File: config.mk
export PLATFORM = sky130hd
export DESIGN_NAME = ymodem_receiver_flat
export DESIGN_NICKNAME = d
export VERILOG_FILES = /design/src/sv/ymr_pkg.sv /design/src/sv/ymr_if.sv /design/src/sv/ymodem_receiver.sv /design/src/sv/ymr_core.sv /design/src/sv/ymr_outq.sv /design/src/flat_wrapper.sv
export VERILOG_INCLUDE_DIRS = /design/src /design/src/sv
export SDC_FILE = /design/constraint.sdc
export NUM_CORES = 1
export LEC_CHECK = 0
export ABC_AREA = 1
export BUFFER_PORTS_ARGS = -buffer_cell sky130_fd_sc_hd__buf_2
export CAP_MARGIN = 40
export CORE_UTILIZATION = 55
export DETAILED_ROUTE_END_ITERATION = 6
export GPL_TIMING_DRIVEN = 0
export PLACE_DENSITY = 0.83
export SETUP_SLACK_MARGIN = 0.02
export SYNTH_ARGS = -nofsm -noshare
export SYNTH_HDL_FRONTEND = slang
export SYNTH_SLANG_ARGS = --single-unit
File: constraint.sdc
create_clock -name clock -period 4.05 [get_ports clock]
set_clock_uncertainty 0.2 [all_clocks]
set_input_delay 0.405 -clock clock [delete_from_list [all_inputs] [get_ports clock]]
set_output_delay 0.405 -clock clock [all_outputs]
set_load 0.02 [all_outputs]
File: src/sv/assert_macros.svh
// Assertion helpers for the receiver.
`ifndef ASSERT_MACROS_SVH
`define ASSERT_MACROS_SVH
`ifndef SYNTHESIS
`define CHK_IMPL(label, clk, rst, ante, cons) \
   label: assert property (@(posedge clk) disable iff (rst) (ante) |-> (cons)) \
      else $error("check failed");
`define CHK_NEXT(label, clk, rst, ante, cons) \
   label: assert property (@(posedge clk) disable iff (rst) (ante) |=> (cons)) \
      else $error("check failed");
`else
`define CHK_IMPL(label, clk, rst, ante, cons)
`define CHK_NEXT(label, clk, rst, ante, cons)
`endif
`endif

File: src/sv/ymr_pkg.sv
`timescale 1ns / 1ps
`default_nettype none
package ymr_pkg;
   localparam int MaxSizeDigits = 16;

   localparam logic [7:0] C_SOH = 8'h01;
   localparam logic [7:0] C_STX = 8'h02;
   localparam logic [7:0] C_EOT = 8'h04;
   localparam logic [7:0] C_ACK = 8'h06;
   localparam logic [7:0] C_NAK = 8'h15;
   localparam logic [7:0] C_CAN = 8'h18;
   localparam logic [7:0] C_CRC = 8'h43;

   localparam logic [1:0] KIND_DATA    = 2'd0;
   localparam logic [1:0] KIND_REPLY   = 2'd1;
   localparam logic [1:0] KIND_VERDICT = 2'd2;

   localparam logic [0:0] REG_TIMEOUT = 1'b0;
   localparam logic [0:0] REG_MAXERR  = 1'b1;

   typedef enum logic [1:0] {
      FR_HEADER = 2'd0,
      FR_CANCEL = 2'd1,
      FR_BODY   = 2'd2
   } frame_type;

   typedef enum logic [1:0] {
      SP_NAME  = 2'd0,
      SP_DIGIT = 2'd1,
      SP_DONE  = 2'd2
   } parse_type;

   typedef enum logic [1:0] {
      SS_RECV  = 2'd0,
      SS_DONE  = 2'd1,
      SS_ABORT = 2'd2
   } sess_type;

   typedef struct packed {
      logic [1:0] kind;
      logic [7:0] data;
      logic       keep;
      logic       commit;
   } res_type;

   // Results of one item, as a small list with a count.
   typedef struct packed {
      logic [2:0]  count;
      res_type [3:0] res;
      logic [31:0] size;
      logic [1:0]  status;
   } bundle_type;

   // CRC-16/XMODEM update by one byte.
   function automatic logic [15:0] crc_byte(input logic [15:0] crc, input logic [7:0] b);
      logic [15:0] c;
      c = crc ^ {b, 8'h00};
      for (int k = 0; k < 8; k++) begin
         c = c[15] ? ((c << 1) ^ 16'h1021) : (c << 1);
      end
      return c;
   endfunction
endpackage
`default_nettype wire

File: src/sv/ymr_if.sv
`timescale 1ns / 1ps
`default_nettype none
interface ymr_req_if;
   logic       valid;
   logic       ready;
   logic       func;
   logic [7:0] in_byte;
   modport source (output valid, func, in_byte, input ready);
   modport sink (input valid, func, in_byte, output ready);
endinterface

interface ymr_rsp_if;
   logic        valid;
   logic        ready;
   logic [1:0]  out_kind;
   logic [7:0]  out_byte;
   logic        keep_byte;
   logic        commit;
   logic [31:0] size_bytes;
   logic [1:0]  session_status;
   logic        last;
   modport source (output valid, out_kind, out_byte, keep_byte, commit, size_bytes,
                   session_status, last, input ready);
   modport sink (input valid, out_kind, out_byte, keep_byte, commit, size_bytes,
                 session_status, last, output ready);
endinterface
`default_nettype wire

File: src/sv/ymodem_receiver.sv
// Output: an item's first result is valid in the cycle after the item is accepted.
// Throughput: one item per cycle when it yields no result; otherwise the next item
// waits until the last of its results (up to three) drains, as rsp.ready allows.
// Reset: synchronous, active high; returns the protocol state and registers
// to their defaults (timeout 1000 ticks, error limit 5).
`timescale 1ns / 1ps
`default_nettype none
`include "assert_macros.svh"
module ymodem_receiver import ymr_pkg::*; #(
   parameter int MAX_SIZE_DIGITS = MaxSizeDigits
) (
   input  wire logic        clock,
   input  wire logic        reset,
   ymr_req_if.sink          req,
   ymr_rsp_if.source        rsp,
   input  wire logic        csr_we,
   input  wire logic [0:0]  csr_index,
   input  wire logic [15:0] csr_wdata
);
   logic [15:0] timeout_ff;
   logic [7:0]  maxerr_ff;
   logic        empty;
   logic        last_taken;
   logic        accept;
   bundle_type  bundle;

   // Configuration registers.
   always_ff @(posedge clock) begin
      if (reset) begin
         timeout_ff <= 16'd1000;
         maxerr_ff  <= 8'd5;
      end else if (csr_we) begin
         unique case (csr_index)
            REG_TIMEOUT: timeout_ff <= csr_wdata;
            REG_MAXERR:  maxerr_ff  <= csr_wdata[7:0];
            default: ;
         endcase
      end
   end

   // A new item enters when the result register is empty or draining its last.
   assign last_taken = rsp.valid && rsp.ready && rsp.last;
   assign req.ready  = !reset && (empty || last_taken);
   assign accept     = req.valid && req.ready;

   ymr_core #(.MAX_SIZE_DIGITS(MAX_SIZE_DIGITS)) u_core (
      .clock, .reset, .step(accept), .func(req.func), .in_byte(req.in_byte),
      .timeout_ticks(timeout_ff), .err_limit(maxerr_ff), .bundle
   );

   ymr_outq u_outq (
      .clock, .reset, .load(accept), .bundle_in(bundle), .empty, .rsp
   );

   `CHK_IMPL(a_no_accept_busy, clock, reset, req.ready && rsp.valid, rsp.last && rsp.ready)
   `CHK_NEXT(a_load_valid, clock, reset, accept && bundle.count != 3'd0, rsp.valid)
   `CHK_IMPL(a_count_max, clock, reset, accept, bundle.count <= 3'd4)
endmodule
`default_nettype wire

File: src/sv/ymr_core.sv
`timescale 1ns / 1ps
`default_nettype none
module ymr_core import ymr_pkg::*; #(
   parameter int MAX_SIZE_DIGITS = MaxSizeDigits
) (
   input  wire logic        clock,
   input  wire logic        reset,
   input  wire logic        step,
   input  wire logic        func,
   input  wire logic [7:0]  in_byte,
   input  wire logic [15:0] timeout_ticks,
   input  wire logic [7:0]  err_limit,
   output bundle_type       bundle
);
   localparam int DW = $clog2(MAX_SIZE_DIGITS + 1);

   frame_type   frame_ff, frame_in;
   logic [10:0] idx_ff, idx_in;
   logic        long_ff, long_in;
   logic [7:0]  seq_ff, seq_in, seqc_ff, seqc_in;
   logic [15:0] crc_ff, crc_in;
   logic        headnz_ff, headnz_in;
   parse_type   parse_ff, parse_in;
   logic [DW-1:0] digits_ff, digits_in;
   logic [31:0] accum_ff, accum_in;
   logic [7:0]  expseq_ff, expseq_in;
   logic        gotany_ff, gotany_in;
   logic [7:0]  errcnt_ff, errcnt_in;
   logic [31:0] remain_ff, remain_in;
   logic [31:0] size_ff, size_in;
   logic [15:0] idle_ff, idle_in;
   sess_type    sess_ff, sess_in;

   // Registers; all state is control-like and reset.
   always_ff @(posedge clock) begin
      if (reset) begin
         frame_ff <= FR_HEADER; idx_ff <= '0; long_ff <= 1'b0; seq_ff <= '0;
         seqc_ff <= '0; crc_ff <= '0; headnz_ff <= 1'b0; parse_ff <= SP_NAME;
         digits_ff <= '0; accum_ff <= '0; expseq_ff <= '0; gotany_ff <= 1'b0;
         errcnt_ff <= '0; remain_ff <= '0; size_ff <= '0; idle_ff <= '0;
         sess_ff <= SS_RECV;
      end else if (step) begin
         frame_ff <= frame_in; idx_ff <= idx_in; long_ff <= long_in; seq_ff <= seq_in;
         seqc_ff <= seqc_in; crc_ff <= crc_in; headnz_ff <= headnz_in;
         parse_ff <= parse_in; digits_ff <= digits_in; accum_ff <= accum_in;
         expseq_ff <= expseq_in; gotany_ff <= gotany_in; errcnt_ff <= errcnt_in;
         remain_ff <= remain_in; size_ff <= size_in; idle_ff <= idle_in;
         sess_ff <= sess_in;
      end
   end

   logic [2:0]    n;
   res_type [3:0] r;
   logic [10:0]   psize;
   logic [10:0]   p;
   logic [8:0]    errinc;
   logic [31:0]   dec;
   logic          keep;

   // Next state and result list for one item.
   always_comb begin
      frame_in = frame_ff; idx_in = idx_ff; long_in = long_ff; seq_in = seq_ff;
      seqc_in = seqc_ff; crc_in = crc_ff; headnz_in = headnz_ff; parse_in = parse_ff;
      digits_in = digits_ff; accum_in = accum_ff; expseq_in = expseq_ff;
      gotany_in = gotany_ff; errcnt_in = errcnt_ff; remain_in = remain_ff;
      size_in = size_ff; idle_in = idle_ff; sess_in = sess_ff;
      n = '0; r = '0;
      psize = long_ff ? 11'd1024 : 11'd128;
      p = idx_ff - 11'd2;
      errinc = {1'b0, errcnt_ff} + 9'd1;
      dec = (remain_ff < {21'd0, psize}) ? remain_ff : {21'd0, psize};
      keep = gotany_ff && (seq_ff == expseq_ff) && ({21'd0, p} < remain_ff);
      if (sess_ff == SS_RECV) begin
         if (func) begin
            if ({1'b0, idle_ff} + 17'd1 >= {1'b0, timeout_ticks}) begin
               idle_in = '0;
               frame_in = FR_HEADER;
               if (frame_ff == FR_CANCEL) begin
                  r[0] = '{KIND_REPLY, C_CAN, 1'b0, 1'b0};
                  r[1] = '{KIND_REPLY, C_CAN, 1'b0, 1'b0};
                  n = 3'd2; sess_in = SS_ABORT;
               end else begin
                  if (frame_ff == FR_BODY) begin
                     r[0] = '{KIND_VERDICT, 8'h00, 1'b0, 1'b0};
                     n = 3'd1;
                  end
                  if (gotany_ff) errcnt_in = errinc[7:0];
                  if (gotany_ff && errinc[7:0] >= err_limit) begin
                     r[n[1:0]] = '{KIND_REPLY, C_CAN, 1'b0, 1'b0};
                     r[n[1:0] + 2'd1] = '{KIND_REPLY, C_CAN, 1'b0, 1'b0};
                     n = n + 3'd2; sess_in = SS_ABORT;
                  end else begin
                     r[n[1:0]] = '{KIND_REPLY, C_CRC, 1'b0, 1'b0};
                     n = n + 3'd1;
                  end
               end
            end else begin
               idle_in = idle_ff + 16'd1;
            end
         end else begin
            idle_in = '0;
            if (frame_ff == FR_BODY) begin
               idx_in = idx_ff + 11'd1;
               if (idx_ff == 11'd0) seq_in = in_byte;
               else if (idx_ff == 11'd1) seqc_in = in_byte;
               else begin
                  crc_in = crc_byte(crc_ff, in_byte);
                  if (idx_ff < psize + 11'd2) begin
                     if (p < 11'd4 && in_byte != 8'h00) headnz_in = 1'b1;
                     if (parse_ff == SP_NAME) begin
                        if (in_byte == 8'h00) parse_in = SP_DIGIT;
                     end else if (parse_ff == SP_DIGIT) begin
                        if (in_byte >= 8'h30 && in_byte <= 8'h39 &&
                            digits_ff < DW'(MAX_SIZE_DIGITS)) begin
                           accum_in = (accum_ff << 3) + (accum_ff << 1)
                                      + {28'd0, in_byte[3:0]};
                           digits_in = digits_ff + DW'(1);
                           if (digits_in >= DW'(MAX_SIZE_DIGITS)) parse_in = SP_DONE;
                        end else begin
                           parse_in = SP_DONE;
                        end
                     end
                     r[0] = '{KIND_DATA, in_byte, keep, 1'b0};
                     n = 3'd1;
                  end
               end
               // End of packet: verdict and reply.
               if (idx_ff >= psize + 11'd3) begin
                  frame_in = FR_HEADER;
                  if (seq_ff != ~seqc_ff || crc_in != 16'h0000) begin
                     r[0] = '{KIND_VERDICT, 8'h00, 1'b0, 1'b0};
                     n = 3'd1;
                     if (gotany_ff) errcnt_in = errinc[7:0];
                     if (gotany_ff && errinc[7:0] >= err_limit) begin
                        r[1] = '{KIND_REPLY, C_CAN, 1'b0, 1'b0};
                        r[2] = '{KIND_REPLY, C_CAN, 1'b0, 1'b0};
                        n = 3'd3; sess_in = SS_ABORT;
                     end else begin
                        r[1] = '{KIND_REPLY, C_CRC, 1'b0, 1'b0};
                        n = 3'd2;
                     end
                  end else begin
                     errcnt_in = '0;
                     if (seq_ff != expseq_ff) begin
                        r[0] = '{KIND_VERDICT, 8'h00, 1'b0, 1'b0};
                        r[1] = '{KIND_REPLY, C_NAK, 1'b0, 1'b0};
                        n = 3'd2;
                     end else if (!gotany_ff) begin
                        r[0] = '{KIND_VERDICT, 8'h00, 1'b0, 1'b0};
                        r[1] = '{KIND_REPLY, C_ACK, 1'b0, 1'b0};
                        n = 3'd2;
                        if (headnz_ff) begin
                           size_in = accum_ff; remain_in = accum_ff;
                           r[2] = '{KIND_REPLY, C_CRC, 1'b0, 1'b0};
                           n = 3'd3;
                           gotany_in = 1'b1; expseq_in = expseq_ff + 8'd1;
                        end else begin
                           sess_in = SS_DONE;
                        end
                     end else begin
                        r[0] = '{KIND_VERDICT, 8'h00, 1'b0, 1'b1};
                        r[1] = '{KIND_REPLY, C_ACK, 1'b0, 1'b0};
                        n = 3'd2;
                        remain_in = remain_ff - dec;
                        expseq_in = expseq_ff + 8'd1;
                     end
                  end
               end
            end else if (frame_ff == FR_CANCEL) begin
               frame_in = FR_HEADER;
               r[0] = '{KIND_REPLY, C_CAN, 1'b0, 1'b0};
               r[1] = '{KIND_REPLY, C_CAN, 1'b0, 1'b0};
               n = 3'd2; sess_in = SS_ABORT;
            end else if (in_byte == C_SOH || in_byte == C_STX) begin
               frame_in = FR_BODY; idx_in = '0; long_in = (in_byte == C_STX);
               seq_in = '0; seqc_in = '0; crc_in = '0; headnz_in = 1'b0;
               parse_in = SP_NAME; digits_in = '0; accum_in = '0;
            end else if (in_byte == C_EOT) begin
               errcnt_in = '0; gotany_in = 1'b0; expseq_in = '0;
               r[0] = '{KIND_REPLY, C_ACK, 1'b0, 1'b0};
               r[1] = '{KIND_REPLY, C_CRC, 1'b0, 1'b0};
               n = 3'd2;
            end else if (in_byte == C_CAN) begin
               frame_in = FR_CANCEL;
            end else begin
               r[0] = '{KIND_REPLY, C_CAN, 1'b0, 1'b0};
               r[1] = '{KIND_REPLY, C_CAN, 1'b0, 1'b0};
               n = 3'd2; sess_in = SS_ABORT;
            end
         end
      end
      bundle.count  = n;
      bundle.res    = r;
      bundle.size   = size_in;
      bundle.status = sess_in;
   end
endmodule
`default_nettype wire

File: src/sv/ymr_outq.sv
`timescale 1ns / 1ps
`default_nettype none
module ymr_outq import ymr_pkg::*; (
   input  wire logic  clock,
   input  wire logic  reset,
   input  wire logic  load,
   input  bundle_type bundle_in,
   output logic       empty,
   ymr_rsp_if.source  rsp
);
   bundle_type  buf_ff;
   logic [2:0]  pos_ff, pos_in;
   logic [2:0]  cnt_ff;
   logic [1:0]  sel;

   assign empty = (pos_ff == cnt_ff);
   assign sel = pos_ff[1:0];

   // Result bundle register; one result leaves per handshake.
   always_ff @(posedge clock) begin
      if (load) buf_ff <= bundle_in;
   end

   always_ff @(posedge clock) begin
      if (reset) begin
         pos_ff <= '0;
         cnt_ff <= '0;
      end else if (load) begin
         pos_ff <= '0;
         cnt_ff <= bundle_in.count;
      end else begin
         pos_ff <= pos_in;
      end
   end

   always_comb begin
      pos_in = pos_ff;
      if (rsp.valid && rsp.ready) pos_in = pos_ff + 3'd1;
   end

   assign rsp.valid          = !empty;
   assign rsp.out_kind       = buf_ff.res[sel].kind;
   assign rsp.out_byte       = buf_ff.res[sel].data;
   assign rsp.keep_byte      = buf_ff.res[sel].keep;
   assign rsp.commit         = buf_ff.res[sel].commit;
   assign rsp.size_bytes     = buf_ff.size;
   assign rsp.session_status = buf_ff.status;
   assign rsp.last           = (pos_ff + 3'd1 == cnt_ff);
endmodule
`default_nettype wire
File: src/flat_wrapper.sv
// flat-port wrapper written by rule: the top's interface ports become plain ports
module ymodem_receiver_flat import ymr_pkg::*;
#(
   parameter int MAX_SIZE_DIGITS = MaxSizeDigits
)
  (clock, reset, csr_we, csr_index, csr_wdata, req_valid, req_func, req_in_byte, req_ready, rsp_valid, rsp_out_kind, rsp_out_byte, rsp_keep_byte, rsp_commit, rsp_size_bytes, rsp_session_status, rsp_last, rsp_ready);
  ymr_req_if req_i ();
  ymr_rsp_if rsp_i ();
  input  wire logic clock;
  input  wire logic reset;
  input  wire logic csr_we;
  input  wire logic [0:0] csr_index;
  input  wire logic [15:0] csr_wdata;
  input wire logic [$bits(req_i.valid)-1:0] req_valid;
  input wire logic [$bits(req_i.func)-1:0] req_func;
  input wire logic [$bits(req_i.in_byte)-1:0] req_in_byte;
  output wire logic [$bits(req_i.ready)-1:0] req_ready;
  output wire logic [$bits(rsp_i.valid)-1:0] rsp_valid;
  output wire logic [$bits(rsp_i.out_kind)-1:0] rsp_out_kind;
  output wire logic [$bits(rsp_i.out_byte)-1:0] rsp_out_byte;
  output wire logic [$bits(rsp_i.keep_byte)-1:0] rsp_keep_byte;
  output wire logic [$bits(rsp_i.commit)-1:0] rsp_commit;
  output wire logic [$bits(rsp_i.size_bytes)-1:0] rsp_size_bytes;
  output wire logic [$bits(rsp_i.session_status)-1:0] rsp_session_status;
  output wire logic [$bits(rsp_i.last)-1:0] rsp_last;
  input wire logic [$bits(rsp_i.ready)-1:0] rsp_ready;
  assign req_i.valid = req_valid;
  assign req_i.func = req_func;
  assign req_i.in_byte = req_in_byte;
  assign req_ready = req_i.ready;
  assign rsp_valid = rsp_i.valid;
  assign rsp_out_kind = rsp_i.out_kind;
  assign rsp_out_byte = rsp_i.out_byte;
  assign rsp_keep_byte = rsp_i.keep_byte;
  assign rsp_commit = rsp_i.commit;
  assign rsp_size_bytes = rsp_i.size_bytes;
  assign rsp_session_status = rsp_i.session_status;
  assign rsp_last = rsp_i.last;
  assign rsp_i.ready = rsp_ready;
  ymodem_receiver #(.MAX_SIZE_DIGITS(MAX_SIZE_DIGITS)) u_core (.clock(clock), .reset(reset), .req(req_i), .rsp(rsp_i), .csr_we(csr_we), .csr_index(csr_index), .csr_wdata(csr_wdata));
endmodule
==> out/metrics.sh, run 1 <==
DETAIL_ROUTE.WL_PER_CELL_UM=17.2
OUTCOME='finished, final reports clean'
SLEW_HEADROOM=0.374
BASIC_GATE_SHARE_OF_THE_SYNTHESIZED_AREA_COUNTING_AND_OR_NAND_AND_NOR_CELLS=0.287
FILLERS=2810
SYNTH_ASYNC_RESET_RATIO=0
GR-TOTAL-OVERFLOW=0
CRITPATHCAPTURETYPE='flip-flop'
LAYOUTNONFILLERINSTCOUNT=3115
MAXCAPVIOLATIONS=0
NUM-NETS-FINAL=2838
SYNTH_MUX_AREA_FRAC=0.000569
GLOBAL_ROUTE_WIRE_LENGTH_BEFORE_REPAIR_MM=84.9
CTS_MAX_PATH_BUFFERS=3
POST_ROUTE_CELLS_DRIVE_ABOVE_1_SHARE=0.106
POWERDENSITY_nW_PER_UM2=336
POSTLAYOUTCELLAREA_UM2=19900
PORTBUFFERS=77
GRT_USAGE=0.322
DIODES=0
DRT_ITER0_MARKERS=1817
SYNTH.NET_COUNT=2699
TOTAL_POWER_mW=6.67
FINAL_CRITICAL_PATH_TIME_INCLUDING_I_O_DELAYS_AND_SETUP_NS=3.80
GP_CONGESTION=0.963
SYNTH_TOP_FAMILY_BY_AREA='simple AND/OR/NAND/NOR gates'
PLACEDCELLCOUNT=3032
REPORT.FINAL.SETUP_VIOL=0
WHS_NS=0.0316
REPORT.FINAL.HOLD_VIOL_COUNT=0
SETUP.WORST_PATH.START_CLASS='flip-flop'
SYNTH-EDFF-COUNT=56
PRE_CTS_WS_NS=-0.545
DOMINANTREGCELLSYNTH='sky130_fd_sc_hd__dfxtp_1'
YOSYSWARNINGS=0
PEAKVDDDROP_mV=0.287
CLK-INSERTION-DELAY-LATE_NS=0.57
POST_SYNTH_XOR_AREA_FRACTION=0.0348
CLASS_OF_THE_WORST_HOLD_PATH='in -> reg'
SYN_INST=2550
LAYOUT-AREA-OVERHEAD-VS-SYNTH_PCT=13.0
YS_SEQ_AREA_FRAC=0.339
FINAL_COMMON_CELL='sky130_fd_sc_hd__nand2_1'
SYN_AREA_PER_CELL_UM2=6.90
WORST_R2R_SRC='u_core.u_outq.pos_ff[1]'
TIGHTEST_PIN_TRANSITION_NS=0.928
FINAL-MAX-SLEW-VIOLATION-COUNT=0
POST_DRT_VIA_CELL_RATIO=5.68
LAYOUT_WORST_PATH_CYCLE_SHARE=0.937
POWER.LEAKAGE_nW=9.36
GRT_PASS1_VIAS=16700
FLOORPLAN.DIE.WIDTH_UM=181
CTS_BUFFERS=30
FLOORPLAN.ROWS=65
SYNTHESIS.AREA_UM2=17600
FLOORPLAN.DIE.HEIGHT_UM=181
STARTPOINT='u_core.u_outq.pos_ff[1]'
CLOCKROOTBUFFER='sky130_fd_sc_hd__clkbuf_16'
FP.DIEAREA_UM2=32700
PLACEDINSTANCEAREA_UM2=18500
VIA_COUNT=17700
TOP_LEVEL_PORTS=80
SYNTH-COMPOUND-AREA-SHARE=0.151
TRITONCTS_NUM_SINKS=270
WORST-PATH-MAX-FANOUT=27
LAYOUT.CELLS.MOST_COMMON_LIST='660 x sky130_fd_sc_hd__nand2_1, 301 x sky130_fd_sc_hd__inv_1, 238 x sky130_fd_sc_hd__nor2_1'
YOSYS.AREA_SHARE.ADDER=0.0848
CORE-AREA_UM2=31500
ANTENNA_FOUND_INITIAL=0
DRT.ANTENNA.VIOLATING_NETS=0
CRITPATHARRIVALTIME_NS=4.08
TOTAL_NEG_SETUP_SLACK_NS=0
CRITICALPATHCATEGORY='reg -> reg'
CP.REQUIRED_NS=4.33
FINALWIRELENGTH_MM=53.5
LAYOUT.CORE_UTILIZATION=0.632
ROUTE.DETAILED.DRC=0
SETUP_REPAIR_AFTER_GLOBAL_ROUTING_MISSED_ITS_MARGIN='false'
GRT_MAX_DEGREE=33
MIN-DELAY-START='req_in_byte[2]'
DETAILEDROUTE.FIRSTPASSITERATIONCOUNT=6
POST-ROUTE-WORST-SETUP-SLACK_NS=0.254
CLK_TRANSITION_REPORTED_PATHS_NS=0.06
CTS_TREE='built'
HPWLAFTERDP_MM=40.3
FLOPS_LATCHES_SYNTH=270
MAX_CLOCK_FREQ_MHz=263
FLOORPLAN.INITIALDENSITY=0.559
SYNTH.LIB_CELLS_USED.DISTINCT=62
CTS_HTREE_LEVELS=1
[critical path, stage by stage (launching register included)]
cell and delay (ns):
sky130_fd_sc_hd__dfxtp_1 0.33, sky130_fd_sc_hd__buf_2 0.19, sky130_fd_sc_hd__inv_1 0.10, sky130_fd_sc_hd__o211ai_2 0.40
sky130_fd_sc_hd__a21oi_2 0.12, sky130_fd_sc_hd__nand2_1 0.21, sky130_fd_sc_hd__buf_2 0.37, sky130_fd_sc_hd__inv_2 0.34
sky130_fd_sc_hd__nor2_1 0.66, sky130_fd_sc_hd__clkbuf_1 0.53, sky130_fd_sc_hd__nand2_1 0.11, sky130_fd_sc_hd__o21ai_0 0.11
[final timing paths]
| kind | end | slack [ns] | depth (start not counted) |
|---|---|---|---|
| worst min-delay path | u_core.u_core.seq_ff[2] | 0.03 | 3 |
| worst max register to register | u_core.u_core.size_ff[29] | 0.25 | 11 |
| worst max-delay path | u_core.u_core.size_ff[29] | 0.25 | 11 |
| worst min register to register | u_core.u_core.size_ff[21] | 0.25 | 2 |
[kinds of logic after synthesis]
family          after synthesis
simple gates               1189
compound gates              477
buf+inv                     425
flops                       270
fa+ha+maj                   118
xor+xnor                     69
other cells                   1
mux                           1
[report_power, final]
part	total [mW]	leakage, nW	switching [mW]	internal [mW]
Combinational	0.886	6.59	0.596	0.291
Sequential	2.90	2.27	0.0440	2.86
Clock	2.88	0.505	1.16	1.72
[flip-flops by register name, summed over array words and instances, names as in the netlist]
signal / cells
u_core.u_core.accum_ff: 32
u_core.u_core.remain_ff: 32
u_core.u_core.size_ff: 32
u_core.u_outq.rsp.size_bytes: 32
u_core.u_outq.buf_ff: 22
u_core.timeout_ff: 16
u_core.u_core.crc_ff: 16
u_core.u_core.idle_ff: 16
u_core.u_core.idx_ff: 11
u_core.maxerr_ff: 8
u_core.u_core.errcnt_ff: 8
u_core.u_core.expseq_ff: 8
u_core.u_core.seq_ff: 8
u_core.u_core.seqc_ff: 8
u_core.u_core.digits_ff: 5
u_core.u_outq.pos_ff: 3
u_core.u_core.frame_ff: 2
u_core.u_core.parse_ff: 2
u_core.u_core.sess_ff: 2
u_core.u_outq.cnt_ff: 2
u_core.u_outq.rsp.session_status: 2
u_core.u_core.gotany_ff: 1
u_core.u_core.headnz_ff: 1
u_core.u_core.long_ff: 1
[cells in the mapped netlist, types with 2 or more instances]
| cell | n | area, um^2 |
|---|---|---|
| sky130_fd_sc_hd__nand2_1 | 660 | 2480 |
| sky130_fd_sc_hd__inv_1 | 303 | 1140 |
| sky130_fd_sc_hd__nor2_1 | 242 | 908 |
| sky130_fd_sc_hd__dfxtp_1 | 214 | 4280 |
| sky130_fd_sc_hd__a21oi_1 | 202 | 1010 |
| sky130_fd_sc_hd__nand3_1 | 137 | 686 |
| sky130_fd_sc_hd__o21ai_0 | 132 | 661 |
| sky130_fd_sc_hd__ha_1 | 116 | 1450 |
| sky130_fd_sc_hd__edfxtp_1 | 56 | 1680 |
| sky130_fd_sc_hd__o21ai_1 | 51 | 255 |
| sky130_fd_sc_hd__xor2_1 | 51 | 447 |
| sky130_fd_sc_hd__nor3_1 | 48 | 240 |
| sky130_fd_sc_hd__clkbuf_1 | 46 | 173 |
| sky130_fd_sc_hd__buf_4 | 43 | 323 |
| sky130_fd_sc_hd__nand4_1 | 36 | 225 |
| sky130_fd_sc_hd__o21ai_2 | 20 | 175 |
| sky130_fd_sc_hd__or2_2 | 18 | 113 |
| sky130_fd_sc_hd__xnor2_1 | 17 | 149 |
| sky130_fd_sc_hd__buf_2 | 16 | 80.1 |
| sky130_fd_sc_hd__nor4_1 | 14 | 87.6 |
| sky130_fd_sc_hd__o211ai_1 | 13 | 97.6 |
| sky130_fd_sc_hd__a211oi_1 | 10 | 75.1 |
| sky130_fd_sc_hd__a21o_1 | 8 | 60.1 |
| sky130_fd_sc_hd__a31oi_1 | 8 | 50.1 |
| sky130_fd_sc_hd__nor2_2 | 8 | 50.1 |
| sky130_fd_sc_hd__o31ai_1 | 8 | 60.1 |
| sky130_fd_sc_hd__nor2_4 | 6 | 67.6 |
| sky130_fd_sc_hd__a21boi_0 | 5 | 37.5 |
| sky130_fd_sc_hd__inv_2 | 5 | 18.8 |
| sky130_fd_sc_hd__o21bai_1 | 5 | 37.5 |
| sky130_fd_sc_hd__buf_1 | 4 | 15.0 |
| sky130_fd_sc_hd__buf_6 | 4 | 45.0 |
| sky130_fd_sc_hd__nor3b_1 | 4 | 30.0 |
| sky130_fd_sc_hd__nand2_2 | 3 | 18.8 |
| sky130_fd_sc_hd__o21a_1 | 3 | 22.5 |
| sky130_fd_sc_hd__a21oi_2 | 2 | 17.5 |
| sky130_fd_sc_hd__a221oi_1 | 2 | 17.5 |
| sky130_fd_sc_hd__and3_1 | 2 | 12.5 |
| sky130_fd_sc_hd__fa_1 | 2 | 40.0 |
| sky130_fd_sc_hd__nand3_2 | 2 | 20.0 |
| sky130_fd_sc_hd__nand3b_1 | 2 | 15.0 |
| sky130_fd_sc_hd__nor3_2 | 2 | 20.0 |
[final cells by class]
class / count / area [um^2] / area share
clock buffer: 44 / 896 / 0.0451
tap: 402 / 503 / 0.0253
sequential: 270 / 5970 / 0.300
buffer: 114 / 647 / 0.0325
inverter: 311 / 1170 / 0.0589
multi-input combinational: 1855 / 9870 / 0.496
timing repair buffer: 107 / 681 / 0.0342
clock inverter: 12 / 146 / 0.00736
[repair_timing]
item,4_1_cts,5_1_grt
pin swaps,2,5
endpoints found under the setup margin,25,29
hold buffers,21,0
endpoints found under the hold margin,33,0
resized for setup,9,9
setup buffers,1,5
[layer usage]
layer	wire length [um]	track usage	share of wire	up-vias
met5	0	0	0	-
met4	1740	0.110	0.032	0
met3	4260	0.0407	0.080	145
met2	24800	0.551	0.46	707
met1	22800	0.416	0.42	8227
li1	-	-	-	8616
No activity file was read; power rests on OpenSTA's default activity.
==> run 2: changes to the inputs <==
--- a/config.mk
+++ b/config.mk
@@ -9,10 +9,12 @@
 export ABC_AREA = 1
 export BUFFER_PORTS_ARGS = -buffer_cell sky130_fd_sc_hd__buf_2
 export CAP_MARGIN = 40
-export CORE_UTILIZATION = 55
+export CELL_PAD_IN_SITES_DETAIL_PLACEMENT = 0
+export CELL_PAD_IN_SITES_GLOBAL_PLACEMENT = 2
+export CORE_UTILIZATION = 36
 export DETAILED_ROUTE_END_ITERATION = 6
 export GPL_TIMING_DRIVEN = 0
-export PLACE_DENSITY = 0.83
+export PLACE_DENSITY = 0.92
 export SETUP_SLACK_MARGIN = 0.02
 export SYNTH_ARGS = -nofsm -noshare
 export SYNTH_HDL_FRONTEND = slang
==> run 2 against run 1 <==
Via count fell by 3.6%. Combinational power barely moved. Maximum frequency rose by 1.6%. Critical path depth rose by 1. Clock power rose by 3%. Worst setup slack improved by 0.059 ns. Critical path type unchanged. First-iteration DRC count fell by 37%. Utilization fell by 21 points.
==> out/metrics.sh, run 2 (same netlist as run 1, synthesis figures left out) <==
CRITPATHCAPTURETYPE='flip-flop'  # unchanged
DETAILEDROUTE.FIRSTPASSITERATIONCOUNT=6  # unchanged
PEAKVDDDROP_mV=0.213  # was 0.287 mV
PORTBUFFERS=77  # unchanged
PRE_CTS_WS_NS=-0.673  # was -0.545 ns
FINAL-MAX-SLEW-VIOLATION-COUNT=0  # unchanged
REPORT.FINAL.HOLD_VIOL_COUNT=0  # unchanged
GRT_MAX_DEGREE=31  # was 33
TOP_LEVEL_PORTS=80  # unchanged
LAYOUT_WORST_PATH_CYCLE_SHARE=0.923  # was 0.937
CRITICALPATHCATEGORY='reg -> reg'  # unchanged
INTERNAL_POWER_mW=4.90  # was 4.87 mW
SEQ_POWER_SHARE=0.429  # was 0.435
TRITONCTS_NUM_SINKS=270  # unchanged
CLOCK_POWER_SHARE=0.440  # was 0.432
POST-ROUTE-WORST-SETUP-SLACK_NS=0.314  # was 0.254 ns
DIODES=0  # unchanged
CTS_TREE='built'  # unchanged
FLOORPLAN.DIE.WIDTH_UM=223  # was 181 um
ROUTE.DETAILED.DRC=0  # unchanged
GLOBAL_ROUTE_WIRE_LENGTH_BEFORE_REPAIR_MM=89.8  # was 84.9 mm
TIGHTEST_PIN_TRANSITION_NS=0.829  # was 0.928 ns
FP.DIEAREA_UM2=49700  # was 32700 um^2
CORE-AREA_UM2=47900  # was 31500 um^2
POST_ROUTE_CELLS_DRIVE_ABOVE_1_SHARE=0.110  # was 0.106
FLOORPLAN.DIE.HEIGHT_UM=223  # was 181 um
GRT_USAGE=0.229  # was 0.322
CRITPATHARRIVALTIME_NS=4.00  # was 4.08 ns
REPORT.FINAL.SETUP_VIOL=0  # unchanged
GRT_PASS1_VIAS=16300  # was 16700
WHS_NS=0.0292  # was 0.0316 ns
GR-TOTAL-OVERFLOW=0  # unchanged
POWERDENSITY_nW_PER_UM2=335  # was 336 nW/um^2
MAXCAPVIOLATIONS=0  # unchanged
SETUP.WORST_PATH.START_CLASS='flip-flop'  # unchanged
CLASS_OF_THE_WORST_HOLD_PATH='in -> reg'  # unchanged
POWER.SHARE.SWITCHING=0.275  # was 0.270
FLOORPLAN.INITIALDENSITY=0.367  # was 0.559
OUTCOME='finished, final reports clean'  # unchanged
CTS_HTREE_LEVELS=2  # was 1
FINAL_COMMON_CELL='sky130_fd_sc_hd__nand2_1'  # unchanged
P_SWITCHING_mW=1.86  # was 1.80 mW
NUM-NETS-FINAL=2844  # was 2838
VIA_COUNT=17100  # was 17700
HPWLAFTERDP_MM=44.0  # was 40.3 mm
DRT_ITER0_MARKERS=1144  # was 1817
CLOCKROOTBUFFER='sky130_fd_sc_hd__clkbuf_16'  # unchanged
CTS_BUFFERS=34  # was 30
FLOORPLAN.ROWS=80  # was 65
CTS_MAX_PATH_BUFFERS=3  # unchanged
FINAL_CRITICAL_PATH_TIME_INCLUDING_I_O_DELAYS_AND_SETUP_NS=3.74  # was 3.80 ns
LAYOUT-AREA-OVERHEAD-VS-SYNTH_PCT=14.9  # was 13.0%
FINALWIRELENGTH_MM=57.0  # was 53.5 mm
CLK_TRANSITION_REPORTED_PATHS_NS=0.06  # about the same
MAX_CLOCK_FREQ_MHz=268  # was 263 MHz
LAYOUT.CELLS.MOST_COMMON_LIST='659 x sky130_fd_sc_hd__nand2_1, 301 x sky130_fd_sc_hd__inv_1, 236 x sky130_fd_sc_hd__nor2_1'  # was 660 x sky130_fd_sc_hd__nand2_1, 301 x sky130_fd_sc_hd__inv_1, 238 x sky130_fd_sc_hd__nor2_1
PLACEDINSTANCEAREA_UM2=18800  # was 18500 um^2
POWER.COMBINATIONAL.FRACTION=0.131  # was 0.133
SLEW_HEADROOM=0.447  # was 0.374
CLK-INSERTION-DELAY-LATE_NS=0.55  # was 0.57 ns
GP_CONGESTION=0.945  # was 0.963
DRT.ANTENNA.VIOLATING_NETS=0  # unchanged
POST_DRT_VIA_CELL_RATIO=5.11  # was 5.68
SETUP_REPAIR_AFTER_GLOBAL_ROUTING_MISSED_ITS_MARGIN='false'  # unchanged
CP.REQUIRED_NS=4.31  # was 4.33 ns
POSTLAYOUTCELLAREA_UM2=20200  # was 19900 um^2
DETAIL_ROUTE.WL_PER_CELL_UM=17.1  # was 17.2 um
WORST-PATH-MAX-FANOUT=30  # was 27
POWER.LEAKAGE_nW=9.40  # was 9.36 nW
ANTENNA_FOUND_INITIAL=0  # unchanged
## run 2: cell count changes in the layout (fill, tap and decap cells not counted), moves of 3 or more
cell / before / now
sky130_fd_sc_hd__buf_6: 4 / 7
sky130_fd_sc_hd__clkbuf_16: 32 / 35
sky130_fd_sc_hd__clkbuf_1: 52 / 49
sky130_fd_sc_hd__clkbuf_8: 5 / 2
sky130_fd_sc_hd__clkinv_1: 1 / 4
## run 2: what timing repair did
item,in CTS,in global routing
resized for setup,11,20
setup endpoints to repair,34,45
hold buffers,19,0
buffers inserted,2,6
endpoints found under the hold margin,30,0
pin swaps,2,6
## run 2: stage by stage
| stage | util | instances | setup TNS [ns] | total power [mW] |
|---|---|---|---|---|
| floorplan | - | 2550 | 0 | 3.50 |
| global placement | 0.391 | 3242 | -41.27 | 3.77 |
| detailed placement | 0.392 | 3247 | -8.11 | 3.79 |
| CTS | 0.420 | 3328 | 0 | 6.82 |
| global route | 0.421 | 3334 | 0 | 7.04 |
| finish | 0.421 | 3334 | 0 | 6.76 |
## run 2: worst paths after layout
| kind | startpoint | slack, ns | endpoint | cells after the start |
|---|---|---|---|---|
| max | u_core.u_outq.pos_ff[1] | 0.31 | u_core.u_core.size_ff[3] | 12 |
| min | csr_index | 0.03 | u_core.timeout_ff[3] | 4 |
| max reg2reg | u_core.u_outq.pos_ff[1] | 0.31 | u_core.u_core.size_ff[3] | 12 |
| min reg2reg | u_core.u_core.size_ff[18] | 0.26 | u_core.u_core.size_ff[18] | 2 |
## run 2: metal layers
metal,share of wire,wire [um],GRT usage
met2,0.46,26200,0.381
met3,0.045,2560,0.0267
met1,0.48,27100,0.315
met5,0,0,0
met4,0.020,1110,0.0561
## run 2: layout make-up
type,instances,area [um^2]
flip-flops and latches,270,5970
fillers,4980,27700
clock buffers,43,926
repair buffers,109,694
plain buffers,114,653
multi-input cells,1855,9880
well taps,615,769
inverters,311,1170
clock inverters,17,146
## run 2: power groups by stage
stage	combinational, mW	clock (mW)	sequential [mW]
2_1_floorplan	0.554	0	2.95
3_3_place_gp	0.816	0	2.96
3_5_place_dp	0.839	0	2.96
4_1_cts	0.872	3.05	2.90
5_1_grt	0.979	3.15	2.91
6_report	0.886	2.98	2.90
## run 2: worst max-delay path: stages, from the launching register on
cell                       delay (ns)
sky130_fd_sc_hd__dfxtp_1         0.33
sky130_fd_sc_hd__buf_2           0.19
sky130_fd_sc_hd__inv_1           0.12
sky130_fd_sc_hd__o211ai_2        0.38
sky130_fd_sc_hd__a21oi_2         0.11
sky130_fd_sc_hd__nand2_1         0.21
sky130_fd_sc_hd__buf_2           0.35
sky130_fd_sc_hd__inv_2           0.35
sky130_fd_sc_hd__buf_12          0.28
sky130_fd_sc_hd__nor2_2          0.48
sky130_fd_sc_hd__clkbuf_1        0.41
sky130_fd_sc_hd__nand2_1         0.10
sky130_fd_sc_hd__o21ai_1         0.11
